[src/jbt_pkg.sv]
// Package: shared types and constants for the JSON byte tokenizer.
package jbt_pkg;

    typedef enum logic [3:0] {
        M_IDLE   = 4'd0,
        M_STR    = 4'd1,
        M_ESC    = 4'd2,
        M_HEX    = 4'd3,
        M_KWT    = 4'd4,
        M_KWF    = 4'd5,
        M_KWN    = 4'd6,
        M_NUM    = 4'd7,
        M_NUMBAD = 4'd8,
        M_FROZEN = 4'd9
    } t_mode;

    localparam logic [3:0] K_LBRACE = 4'd0;
    localparam logic [3:0] K_RBRACE = 4'd1;
    localparam logic [3:0] K_LBRACK = 4'd2;
    localparam logic [3:0] K_RBRACK = 4'd3;
    localparam logic [3:0] K_COMMA  = 4'd4;
    localparam logic [3:0] K_COLON  = 4'd5;
    localparam logic [3:0] K_STRING = 4'd6;
    localparam logic [3:0] K_NUMBER = 4'd7;
    localparam logic [3:0] K_TRUE   = 4'd8;

    localparam logic [2:0] E_UNTERM  = 3'd0;
    localparam logic [2:0] E_UNICODE = 3'd1;
    localparam logic [2:0] E_HEX     = 3'd2;
    localparam logic [2:0] E_KEYWORD = 3'd3;
    localparam logic [2:0] E_NUMBER  = 3'd4;
    localparam logic [2:0] E_CHAR    = 3'd5;

    localparam int unsigned MAX_RES = 6;
    localparam logic [4:0] KW_BAD = 5'd31;

    // Number flag bits.
    localparam int unsigned NF_ESEEN    = 0;
    localparam int unsigned NF_LASTE    = 1;
    localparam int unsigned NF_LASTSIGN = 2;
    localparam int unsigned NF_LEADDOT  = 3;

    typedef struct packed {
        logic [3:0]  kind;
        logic        has_byte;
        logic [7:0]  pbyte;
        logic        done;
        logic        err;
        logic [2:0]  code;
        logic [15:0] line;
        logic [15:0] col;
    } t_result;

    // Expected letter of keyword k (0 true, 1 false, 2 null) at position p.
    function automatic logic [7:0] kw_char(input logic [1:0] k, input logic [4:0] p);
        logic [7:0] c;
        c = 8'h00;
        case (k)
            2'd0: case (p)
                5'd0: c = "t"; 5'd1: c = "r"; 5'd2: c = "u"; 5'd3: c = "e";
                default: c = 8'h00;
            endcase
            2'd1: case (p)
                5'd0: c = "f"; 5'd1: c = "a"; 5'd2: c = "l"; 5'd3: c = "s";
                5'd4: c = "e";
                default: c = 8'h00;
            endcase
            2'd2: case (p)
                5'd0: c = "n"; 5'd1: c = "u"; 5'd2: c = "l"; 5'd3: c = "l";
                default: c = 8'h00;
            endcase
            default: c = 8'h00;
        endcase
        return c;
    endfunction

    function automatic logic [4:0] kw_len(input logic [1:0] k);
        logic [4:0] n;
        case (k)
            2'd1:    n = 5'd5;
            default: n = 5'd4;
        endcase
        return n;
    endfunction

    function automatic logic [4:0] hex_val(input logic [7:0] c);
        logic [4:0] v;
        if (c >= "0" && c <= "9")      v = {1'b0, c[3:0]};
        else if (c >= "a" && c <= "f") v = {1'b0, c[3:0] + 4'd9};
        else if (c >= "A" && c <= "F") v = {1'b0, c[3:0] + 4'd9};
        else                           v = 5'b10000;
        return v;
    endfunction

endpackage

[src/json_byte_tokenizer_top.sv]
// Top level: JSON byte lexer with UTF-8 escape decoding and a result queue.
// Results are registered: a result appears in the output register in the cycle after its byte is accepted.
// Throughput: one byte per cycle while i_stall is low and no byte yields more than one
//   result; a byte that yields several results (up to 4) stalls input until its last one leaves.
// Reset (i_rst_n low, synchronous): lexer idle, line 1 column 1, no results pending.
// End of text closes the pending token and returns the lexer to its reset state.
module json_byte_tokenizer_top #(
    parameter int POSITION_BITS = 16
) (
    input  logic        i_clk,
    input  logic        i_rst_n,
    input  logic        i_valid,
    output logic        o_stall,
    input  logic [7:0]  i_text_byte,
    input  logic        i_end_of_text,
    output logic        o_valid,
    input  logic        i_stall,
    output logic [3:0]  o_token_kind,
    output logic        o_has_byte,
    output logic [7:0]  o_payload_byte,
    output logic        o_token_done,
    output logic        o_error_flag,
    output logic [2:0]  o_error_code,
    output logic [15:0] o_line_number,
    output logic [15:0] o_column_number,
    output logic        o_last_of_run
);

    localparam logic [POSITION_BITS-1:0] POS_MAX = {POSITION_BITS{1'b1}};
    localparam logic [POSITION_BITS-1:0] POS_ONE = POSITION_BITS'(1);

    // Lexer state.
    jbt_pkg::t_mode            r_mode, n_mode;
    logic [15:0]               r_hacc, n_hacc;
    logic [2:0]                r_hcnt, n_hcnt;
    logic [9:0]                r_hsur, n_hsur;
    logic [1:0]                r_spend, n_spend;
    logic [4:0]                r_kwp, n_kwp;
    logic [3:0]                r_nf, n_nf;
    logic [POSITION_BITS-1:0]  r_line, n_line;
    logic [POSITION_BITS-1:0]  r_col, n_col;

    // Result burst buffer: holds the results of one transaction; slot 0 is shown.
    jbt_pkg::t_result r_res [jbt_pkg::MAX_RES];
    logic [2:0]       r_cnt;
    jbt_pkg::t_result n_res [jbt_pkg::MAX_RES];
    logic [2:0]       n_cnt;

    logic accept, pop;

    // Take a new byte once the buffer is empty or its last result leaves now.
    assign pop     = (r_cnt != 3'd0) && !i_stall;
    assign o_stall = !((r_cnt == 3'd0) || (r_cnt == 3'd1 && !i_stall));
    assign accept  = i_valid && !o_stall;

    // Combinational lexer step.
    always_comb begin
        logic [7:0]  c;
        logic        live;
        logic [1:0]  k;
        logic [4:0]  hv;
        logic [15:0] cp;
        logic [20:0] cp4;
        logic        bad;
        logic [3:0]  f;
        logic [15:0] pl, pc;
        jbt_pkg::t_result r;

        c = i_text_byte;
        n_mode = r_mode; n_hacc = r_hacc; n_hcnt = r_hcnt; n_hsur = r_hsur;
        n_spend = r_spend; n_kwp = r_kwp; n_nf = r_nf; n_line = r_line; n_col = r_col;
        n_cnt = 3'd0;
        for (int i = 0; i < jbt_pkg::MAX_RES; i++) n_res[i] = '0;
        live = 1'b1;
        k = 2'd0; hv = '0; cp = '0; cp4 = '0; bad = 1'b0; f = '0;
        pl = 16'(r_line); pc = 16'(r_col);
        r = '0;

        if (i_end_of_text) begin
            r = '0; r.line = pl; r.col = pc;
            if (r_mode == jbt_pkg::M_STR || r_mode == jbt_pkg::M_ESC ||
                r_mode == jbt_pkg::M_HEX) begin
                r.err = 1'b1; r.code = jbt_pkg::E_UNTERM;
                n_res[0] = r; n_cnt = 3'd1;
            end else if (r_mode == jbt_pkg::M_KWT || r_mode == jbt_pkg::M_KWF ||
                         r_mode == jbt_pkg::M_KWN) begin
                k = 2'(r_mode - jbt_pkg::M_KWT);
                if (r_kwp == jbt_pkg::kw_len(k)) begin
                    r.kind = jbt_pkg::K_TRUE + {2'b00, k}; r.done = 1'b1;
                end else begin
                    r.err = 1'b1; r.code = jbt_pkg::E_KEYWORD;
                end
                n_res[0] = r; n_cnt = 3'd1;
            end else if (r_mode == jbt_pkg::M_NUM || r_mode == jbt_pkg::M_NUMBAD) begin
                if (r_mode == jbt_pkg::M_NUMBAD || r_nf[2:1] != 2'b00 ||
                    r_nf[jbt_pkg::NF_LEADDOT]) begin
                    r.err = 1'b1; r.code = jbt_pkg::E_NUMBER;
                end else begin
                    r.kind = jbt_pkg::K_NUMBER; r.done = 1'b1;
                end
                n_res[0] = r; n_cnt = 3'd1;
            end
            n_mode = jbt_pkg::M_IDLE; n_hacc = '0; n_hcnt = '0; n_hsur = '0;
            n_spend = '0; n_kwp = '0; n_nf = '0; n_line = POS_ONE; n_col = POS_ONE;
        end else if (r_mode != jbt_pkg::M_FROZEN) begin
            // Keyword continuation or close.
            if (r_mode == jbt_pkg::M_KWT || r_mode == jbt_pkg::M_KWF ||
                r_mode == jbt_pkg::M_KWN) begin
                k = 2'(r_mode - jbt_pkg::M_KWT);
                if (c >= "a" && c <= "z") begin
                    live = 1'b0;
                    if (r_kwp < jbt_pkg::kw_len(k) && jbt_pkg::kw_char(k, r_kwp) == c)
                        n_kwp = r_kwp + 5'd1;
                    else
                        n_kwp = jbt_pkg::KW_BAD;
                end else begin
                    r = '0; r.line = pl; r.col = pc;
                    if (r_kwp == jbt_pkg::kw_len(k)) begin
                        r.kind = jbt_pkg::K_TRUE + {2'b00, k}; r.done = 1'b1;
                        n_mode = jbt_pkg::M_IDLE;
                    end else begin
                        r.err = 1'b1; r.code = jbt_pkg::E_KEYWORD;
                        n_mode = jbt_pkg::M_FROZEN;
                    end
                    n_kwp = '0;
                    n_res[0] = r; n_cnt = 3'd1;
                end
            end else if (r_mode == jbt_pkg::M_NUM || r_mode == jbt_pkg::M_NUMBAD) begin
                if ((c >= "0" && c <= "9") || c == "-" || c == "+" || c == "." ||
                    c == "e" || c == "E") begin
                    live = 1'b0;
                    f = r_nf;
                    if (f[jbt_pkg::NF_LEADDOT]) begin
                        if (c >= "0" && c <= "9") f = '0; else bad = 1'b1;
                    end else if (c >= "0" && c <= "9") begin
                        f[2:1] = 2'b00;
                    end else if (c == ".") begin
                        if (f[jbt_pkg::NF_ESEEN]) bad = 1'b1;
                        f[2:1] = 2'b00;
                    end else if (c == "e") begin
                        f[jbt_pkg::NF_ESEEN] = 1'b1; f[jbt_pkg::NF_LASTE] = 1'b1;
                        f[jbt_pkg::NF_LASTSIGN] = 1'b0;
                    end else if (c == "+" || c == "-") begin
                        if (f[jbt_pkg::NF_LASTE]) begin
                            f[jbt_pkg::NF_LASTE] = 1'b0; f[jbt_pkg::NF_LASTSIGN] = 1'b1;
                        end else bad = 1'b1;
                    end else begin
                        bad = 1'b1;
                    end
                    n_nf = f;
                    if (bad) n_mode = jbt_pkg::M_NUMBAD;
                end else begin
                    r = '0; r.line = pl; r.col = pc;
                    if (r_mode == jbt_pkg::M_NUMBAD || r_nf[2:1] != 2'b00 ||
                        r_nf[jbt_pkg::NF_LEADDOT]) begin
                        r.err = 1'b1; r.code = jbt_pkg::E_NUMBER;
                        n_mode = jbt_pkg::M_FROZEN;
                    end else begin
                        r.kind = jbt_pkg::K_NUMBER; r.done = 1'b1;
                        n_mode = jbt_pkg::M_IDLE;
                    end
                    n_nf = '0;
                    n_res[0] = r; n_cnt = 3'd1;
                end
            end

            // Advance position for the consumed byte.
            if (n_mode != jbt_pkg::M_FROZEN) begin
                if (c == 8'h0A) begin
                    if (r_line != POS_MAX) n_line = r_line + POS_ONE;
                    n_col = '0;
                end else if (r_col != POS_MAX) begin
                    n_col = r_col + POS_ONE;
                end
            end
            pl = 16'(n_line); pc = 16'(n_col);

            if (!live) begin
                // Number payload byte when still in a number.
                if (r_mode == jbt_pkg::M_NUM || r_mode == jbt_pkg::M_NUMBAD) begin
                    r = '0; r.line = pl; r.col = pc;
                    r.kind = jbt_pkg::K_NUMBER; r.has_byte = 1'b1; r.pbyte = c;
                    n_res[0] = r; n_cnt = 3'd1;
                end
            end else if (n_mode == jbt_pkg::M_IDLE) begin
                r = '0; r.line = pl; r.col = pc; r.done = 1'b1;
                case (c)
                    "{": begin r.kind = jbt_pkg::K_LBRACE; n_res[n_cnt] = r; n_cnt++; end
                    "}": begin r.kind = jbt_pkg::K_RBRACE; n_res[n_cnt] = r; n_cnt++; end
                    "[": begin r.kind = jbt_pkg::K_LBRACK; n_res[n_cnt] = r; n_cnt++; end
                    "]": begin r.kind = jbt_pkg::K_RBRACK; n_res[n_cnt] = r; n_cnt++; end
                    ",": begin r.kind = jbt_pkg::K_COMMA;  n_res[n_cnt] = r; n_cnt++; end
                    ":": begin r.kind = jbt_pkg::K_COLON;  n_res[n_cnt] = r; n_cnt++; end
                    "\"": begin
                        n_mode = jbt_pkg::M_STR; n_spend = '0; n_hsur = '0;
                        n_hacc = '0; n_hcnt = '0;
                    end
                    "t": begin n_mode = jbt_pkg::M_KWT; n_kwp = 5'd1; end
                    "f": begin n_mode = jbt_pkg::M_KWF; n_kwp = 5'd1; end
                    "n": begin n_mode = jbt_pkg::M_KWN; n_kwp = 5'd1; end
                    " ", 8'h0A: begin end
                    default: begin
                        if (c == "." || (c >= "0" && c <= "9")) begin
                            n_mode = jbt_pkg::M_NUM;
                            n_nf = (c == ".") ? 4'b1000 : 4'b0000;
                            r.done = 1'b0; r.kind = jbt_pkg::K_NUMBER;
                            r.has_byte = 1'b1; r.pbyte = c;
                        end else begin
                            r = '0; r.line = pl; r.col = pc;
                            r.err = 1'b1; r.code = jbt_pkg::E_CHAR;
                            n_mode = jbt_pkg::M_FROZEN;
                        end
                        n_res[n_cnt] = r; n_cnt++;
                    end
                endcase
            end else if (n_mode != jbt_pkg::M_FROZEN) begin
                // String handling.
                r = '0; r.line = pl; r.col = pc; r.kind = jbt_pkg::K_STRING;
                if (r_mode == jbt_pkg::M_HEX) begin
                    hv = jbt_pkg::hex_val(c);
                    if (hv[4]) begin
                        r = '0; r.line = pl; r.col = pc; r.err = 1'b1;
                        r.code = (c == "\"") ? jbt_pkg::E_UNICODE : jbt_pkg::E_HEX;
                        n_mode = jbt_pkg::M_FROZEN;
                        n_res[0] = r; n_cnt = 3'd1;
                    end else if (r_hcnt != 3'd3) begin
                        n_hacc = {r_hacc[11:0], hv[3:0]};
                        n_hcnt = r_hcnt + 3'd1;
                    end else begin
                        cp = {r_hacc[11:0], hv[3:0]};
                        n_hacc = '0; n_hcnt = '0; n_mode = jbt_pkg::M_STR;
                        r.has_byte = 1'b1;
                        if (r_spend == 2'd3) begin
                            if (cp[15:10] == 6'b110111) begin
                                cp4 = 21'h10000 + {1'b0, r_hsur, cp[9:0]};
                                r.pbyte = {5'b11110, cp4[20:18]}; n_res[0] = r;
                                r.pbyte = {2'b10, cp4[17:12]};    n_res[1] = r;
                                r.pbyte = {2'b10, cp4[11:6]};     n_res[2] = r;
                                r.pbyte = {2'b10, cp4[5:0]};      n_res[3] = r;
                                n_cnt = 3'd4; n_spend = '0; n_hsur = '0;
                            end else begin
                                r = '0; r.line = pl; r.col = pc; r.err = 1'b1;
                                r.code = jbt_pkg::E_UNICODE;
                                n_mode = jbt_pkg::M_FROZEN;
                                n_res[0] = r; n_cnt = 3'd1;
                            end
                        end else if (cp[15:10] == 6'b110110) begin
                            n_hsur = cp[9:0]; n_spend = 2'd1;
                        end else if (cp[15:10] == 6'b110111) begin
                            r = '0; r.line = pl; r.col = pc; r.err = 1'b1;
                            r.code = jbt_pkg::E_UNICODE;
                            n_mode = jbt_pkg::M_FROZEN;
                            n_res[0] = r; n_cnt = 3'd1;
                        end else if (cp <= 16'h007F) begin
                            r.pbyte = cp[7:0]; n_res[0] = r; n_cnt = 3'd1;
                        end else if (cp <= 16'h07FF) begin
                            r.pbyte = {3'b110, cp[10:6]}; n_res[0] = r;
                            r.pbyte = {2'b10, cp[5:0]};   n_res[1] = r;
                            n_cnt = 3'd2;
                        end else begin
                            r.pbyte = {4'b1110, cp[15:12]}; n_res[0] = r;
                            r.pbyte = {2'b10, cp[11:6]};    n_res[1] = r;
                            r.pbyte = {2'b10, cp[5:0]};     n_res[2] = r;
                            n_cnt = 3'd3;
                        end
                    end
                end else if (r_mode == jbt_pkg::M_ESC) begin
                    if (c == "u") begin
                        n_mode = jbt_pkg::M_HEX; n_hacc = '0; n_hcnt = '0;
                    end else begin
                        r.has_byte = 1'b1;
                        r.pbyte = "\\"; n_res[0] = r;
                        r.pbyte = c;    n_res[1] = r;
                        n_cnt = 3'd2; n_mode = jbt_pkg::M_STR;
                    end
                end else if (r_spend == 2'd1 || r_spend == 2'd2) begin
                    if (r_spend == 2'd1 && c == "\\") begin
                        n_spend = 2'd2;
                    end else if (r_spend == 2'd2 && c == "u") begin
                        n_spend = 2'd3; n_mode = jbt_pkg::M_HEX;
                        n_hacc = '0; n_hcnt = '0;
                    end else begin
                        r = '0; r.line = pl; r.col = pc; r.err = 1'b1;
                        r.code = jbt_pkg::E_UNICODE;
                        n_mode = jbt_pkg::M_FROZEN;
                        n_res[0] = r; n_cnt = 3'd1;
                    end
                end else if (c == "\\") begin
                    n_mode = jbt_pkg::M_ESC;
                end else if (c == "\"") begin
                    r.done = 1'b1; n_mode = jbt_pkg::M_IDLE;
                    n_res[0] = r; n_cnt = 3'd1;
                end else begin
                    r.has_byte = 1'b1; r.pbyte = c;
                    n_res[0] = r; n_cnt = 3'd1;
                end
            end
        end
    end

    // State and burst buffer registers.
    always_ff @(posedge i_clk) begin
        if (!i_rst_n) begin
            r_mode <= jbt_pkg::M_IDLE; r_hacc <= '0; r_hcnt <= '0; r_hsur <= '0;
            r_spend <= '0; r_kwp <= '0; r_nf <= '0;
            r_line <= POS_ONE; r_col <= POS_ONE;
            r_cnt <= '0;
        end else begin
            if (accept) begin
                r_mode <= n_mode; r_hacc <= n_hacc; r_hcnt <= n_hcnt; r_hsur <= n_hsur;
                r_spend <= n_spend; r_kwp <= n_kwp; r_nf <= n_nf;
                r_line <= n_line; r_col <= n_col;
                r_cnt <= n_cnt;
            end else if (pop) begin
                r_cnt <= r_cnt - 3'd1;
            end
        end
    end

    // Payload of the buffer: load a whole burst, or shift one slot on each pop.
    always_ff @(posedge i_clk) begin
        if (accept) begin
            for (int i = 0; i < jbt_pkg::MAX_RES; i++) r_res[i] <= n_res[i];
        end else if (pop) begin
            for (int i = 0; i < jbt_pkg::MAX_RES - 1; i++) r_res[i] <= r_res[i+1];
        end
    end

    assign o_valid         = (r_cnt != 3'd0);
    assign o_token_kind    = r_res[0].kind;
    assign o_has_byte      = r_res[0].has_byte;
    assign o_payload_byte  = r_res[0].pbyte;
    assign o_token_done    = r_res[0].done;
    assign o_error_flag    = r_res[0].err;
    assign o_error_code    = r_res[0].code;
    assign o_line_number   = r_res[0].line;
    assign o_column_number = r_res[0].col;
    assign o_last_of_run   = (r_cnt == 3'd1);

    // Never accept while more than one result is pending.
    a_no_overrun: assert property (@(posedge i_clk) disable iff (!i_rst_n)
        accept |-> (r_cnt <= 3'd1))
        else $error("byte accepted over a pending burst");

    // An error result always ends its run.
    a_err_last: assert property (@(posedge i_clk) disable iff (!i_rst_n)
        (o_valid && o_error_flag) |-> o_last_of_run)
        else $error("error result not last of run");

    // Frozen lexer produces nothing from plain bytes.
    a_frozen_quiet: assert property (@(posedge i_clk) disable iff (!i_rst_n)
        (accept && r_mode == jbt_pkg::M_FROZEN && !i_end_of_text) |=> (r_cnt == 3'd0))
        else $error("frozen lexer produced a result");

endmodule
[config.mk]
export PLATFORM = sky130hd
export DESIGN_NAME = json_byte_tokenizer_top
export DESIGN_NICKNAME = d
export VERILOG_FILES = /design/src/jbt_pkg.sv /design/src/json_byte_tokenizer_top.sv
export SDC_FILE = /design/constraint.sdc
export NUM_CORES = 1
export LEC_CHECK = 0
export ABC_AREA = 1
export BUFFER_PORTS_ARGS = -buffer_cell sky130_fd_sc_hd__buf_2
export CORE_ASPECT_RATIO = 1.25
export CORE_MARGIN = 2
export CORE_UTILIZATION = 33
export CTS_CLUSTER_SIZE = 14
export DETAILED_ROUTE_END_ITERATION = 6
export GPL_ROUTABILITY_DRIVEN = 0
export PLACE_DENSITY = 0.47
export SLEW_MARGIN = 25
export SYNTH_ARGS = -nofsm -noshare
export SYNTH_HDL_FRONTEND = slang
export SYNTH_SLANG_ARGS = --single-unit
export TNS_END_PERCENT = 10
[constraint.sdc]
create_clock -name i_clk -period 5.25 [get_ports i_clk]
set_input_delay 0.7875 -clock i_clk [delete_from_list [all_inputs] [get_ports i_clk]]
set_output_delay 0.7875 -clock i_clk [all_outputs]
set_load 0.01 [all_outputs]
==> flow_summary.ini <==
[run_status]
status = finished, final reports clean

[power_and_ir_drop]
leakage_nw = 7.102
pwr_density_cell_nw_per_um2 = 524.4
ir_drop_mv = 0.2988
total_power_w = 0.009572

[timing]
rsz0062_at_grt = false
worst_pin_slew_ns = 1.010
postLayoutSetupSlackWorst_ns = 0.9865
min_period_ns = 4.264
skew_ns = 0.02072
maxSlewHeadroom_pct = 32.69
slew_viol_final = 0
hold-worst-slack_ns = 0.4550
max_freq_mhz = 234.5
finalHoldViolations = 0
fin_setup_tns_ns = 0
setup_violations = 0
post-route-period-util_pct = 81.21

[routing]
route.detailed.drc = 0
first_iter_violations = 1372
routed_via_density = 5.353
dr.pass1.iters = 6
route.antenna.remaining_nets = 0
routedWlPerCell_um = 20.29
num_vias = 16149
wl_mm = 61.23

[global_routing]
antenna_found_initial = 0
grt_usage_pct = 23.32
grt_pass1_vias = 15354
grt_pass1_wl_mm = 93.33
grt-ovfl-total = 0
grt_start_max_net_pins = 74

[synthesis]
yosysWarnings = 0
synthCells = 2347
synthFlopType = edfxtp_1
synth-seq-area-share_pct = 40.59
synth_area_sq_um = 16570
synth_cell_types = 52
async_reset_ff_share_pct = 0
synth_area_per_cell_sq_um = 7.061
synth_edf_count = 174
synth_nets = 2380
ys_seq_elements = 249

[placed_design]
pre_cts_ws_ns = 0.6103
io_buffer_count = 65
dp_hpwl_mm = 43.77
placed_area_sq_um = 17300

[clock_tree]
clk_pin_slew_ns = 0.06
cts_setup_buffers = 0
root_buffer = clkbuf_16
ctsHtreeMaxLevel = 1
cts_resized = 0
clkLatencyLatePin_ns = 0.59
holdBufCountCts = 0
tritoncts = yes
clock-sinks = 249
cts_buffers = 30
cts_buffer_depth = 3

[worst_setup_path]
crit_chain = inv_2 > nor2_1 > inv_1 > nor2_2 > inv_1 > nor2_1 > inv_1 > nand3_1 > o21ai_1 > inv_1 > nand3_1 > buf_4 > o21ai_0 > a21oi_1 > nand2_1 > a21oi_1
path_class = reg2reg
arrival_ns = 4.59
crit_path_start_kind = register
cp_num_buf_inv = 6
path_delay_family = simple AND/OR/NAND/NOR gates
crit_top_cell = inv_1
critPathSlowestCell = dfxtp_1
cpPeakStageDelay_ns = 0.67
worstPathRequired_ns = 5.57
cp_max_fo = 12
critPathCaptureType = register

[die]
initial_core_util_pct = 33.46
die_y_um = 254.5
coreArea_sq_um = 49530
rows = 91
io_pins = 66
die_x_um = 204.4
dieArea_sq_um = 52040

[layout]
final_layout_size_suffix_gt1_share_pct = 9.045
seqCellArea_sq_um = 6726
syn2layout_area_growth_pct = 10.13
final_cell_mix = nand2_1, nor2_1, inv_1, o21ai_0, edfxtp_1
diodes = 0
final_area_sq_um = 18250
fillers = 5307
mostFrequentLayoutCell = nand2_1
final_nets = 2376
multiInputGateArea_sq_um = 8079

[run]
max-cap-violations = 0

[worst_hold_path]
hold_class = reg2reg
state kept, by name, summed over array words and instances, names as in the netlist:
signal and flops:
r_hsur 10, r_mode 4, r_res 174, r_hcnt 3, r_cnt 3, r_line 16, r_spend 2, r_col 16
r_hacc 12, r_nf 4, r_kwp 5
worst reg2reg max path, stage by stage (launching register included):
cell and delay (ns):
dfxtp_1 0.67, inv_2 0.13, nor2_1 0.33, inv_1 0.10
nor2_2 0.29, inv_1 0.23, nor2_1 0.18, inv_1 0.08
nand3_1 0.08, o21ai_1 0.19, inv_1 0.47, nand3_1 0.49
buf_4 0.33, o21ai_0 0.16, a21oi_1 0.06, nand2_1 0.12
a21oi_1 0.08
logic make-up after synthesis:
logic type,share of synthesized area (%)
adders and majority gates,1.510
xor gates and xnor gates,1.004
and+or+nand+nor,28.90
muxes,0.06040
DFF,40.59
AOI/OAI and AO/OA,17.07
buffers and inverters,10.86
cell usage after synthesis, types with 2 or more instances:
library cell    n  area [sq um]
buf_1           8         30.03
nand3_4         2         35.03
nand3_2         5         50.05
dfxtp_1        75          1501
nand2_2         7         43.79
nor2_4          5         56.30
o22ai_1        20         125.1
xor2_1         18         157.7
nand3_1       170         850.8
a21boi_0        2         15.01
nand4_1        44         275.3
nand2_4         2         22.52
a211oi_1        4         30.03
inv_1         240         900.9
ha_1           20         250.2
nor4_1          5         31.28
a21oi_1       140         700.7
buf_2          25         125.1
edfxtp_1      174          5225
o31ai_1         8         60.06
buf_4          50         375.4
nand2_1       550          2064
nor2_1        281          1055
o21a_1          3         22.52
o2111ai_1       2         17.52
a32o_1          2         20.02
o32ai_1         2         17.52
a22oi_1         4         30.03
o221ai_1        7         61.31
nor3_1         37         185.2
inv_2          18         67.56
o21ai_0       227          1136
o211ai_1       24         180.2
clkbuf_1       60         225.2
a31oi_1         9         56.30
buf_6           4         45.04
clkinv_1        7         26.28
o21ai_1        63         315.3
nor2_2         10         62.56
layout make-up:
cell class / instances / share of cell area (%)
repair buffers: 112 / 3.716
clock buffers: 41 / 4.621
flip-flops and latches: 249 / 36.85
inverters: 265 / 5.471
well taps: 651 / 4.463
clock inverters: 14 / 0.6101
multi-input cells: 1685 / 44.27
through the flow:
stage	util, %	std cells
after global placement	34.92	2962
after detailed placement	34.92	2962
after CTS	36.85	3017
final	36.85	3017
after global routing	36.85	3017
after floorplan	-	2347
power by group:
| part | total (W) | leakage [nW] | internal (W) | switching [W] |
|---|---|---|---|---|
| registers | 0.00347 | 2.37 | 0.00320 | 0.000275 |
| logic | 0.00404 | 4.26 | 0.00105 | 0.00299 |
| clock network | 0.00206 | 0.469 | 0.00117 | 0.000887 |
final timing paths:
kind / startpoint / endpoint / slack, ns / cells past startpoint
worst max-delay path: r_mode[1] / r_res[0][30] / 0.99 / 16
worst min-delay path: r_hcnt[2] / r_hcnt[2] / 0.46 / 2
worst max register to register: r_mode[1] / r_res[0][30] / 0.99 / 16
worst min register to register: r_hcnt[2] / r_hcnt[2] / 0.46 / 2
per-layer routing:
layer / vias up / share of wire, % / global-route usage, %
met3: 158 / 6.0 / 2.734
met5: - / 0 / 0
met1: 7533 / 40 / 28.94
li1: 7839 / - / -
met4: 0 / 4.7 / 10.66
met2: 619 / 49 / 40.46
No activity file was read; power rests on OpenSTA's default activity.
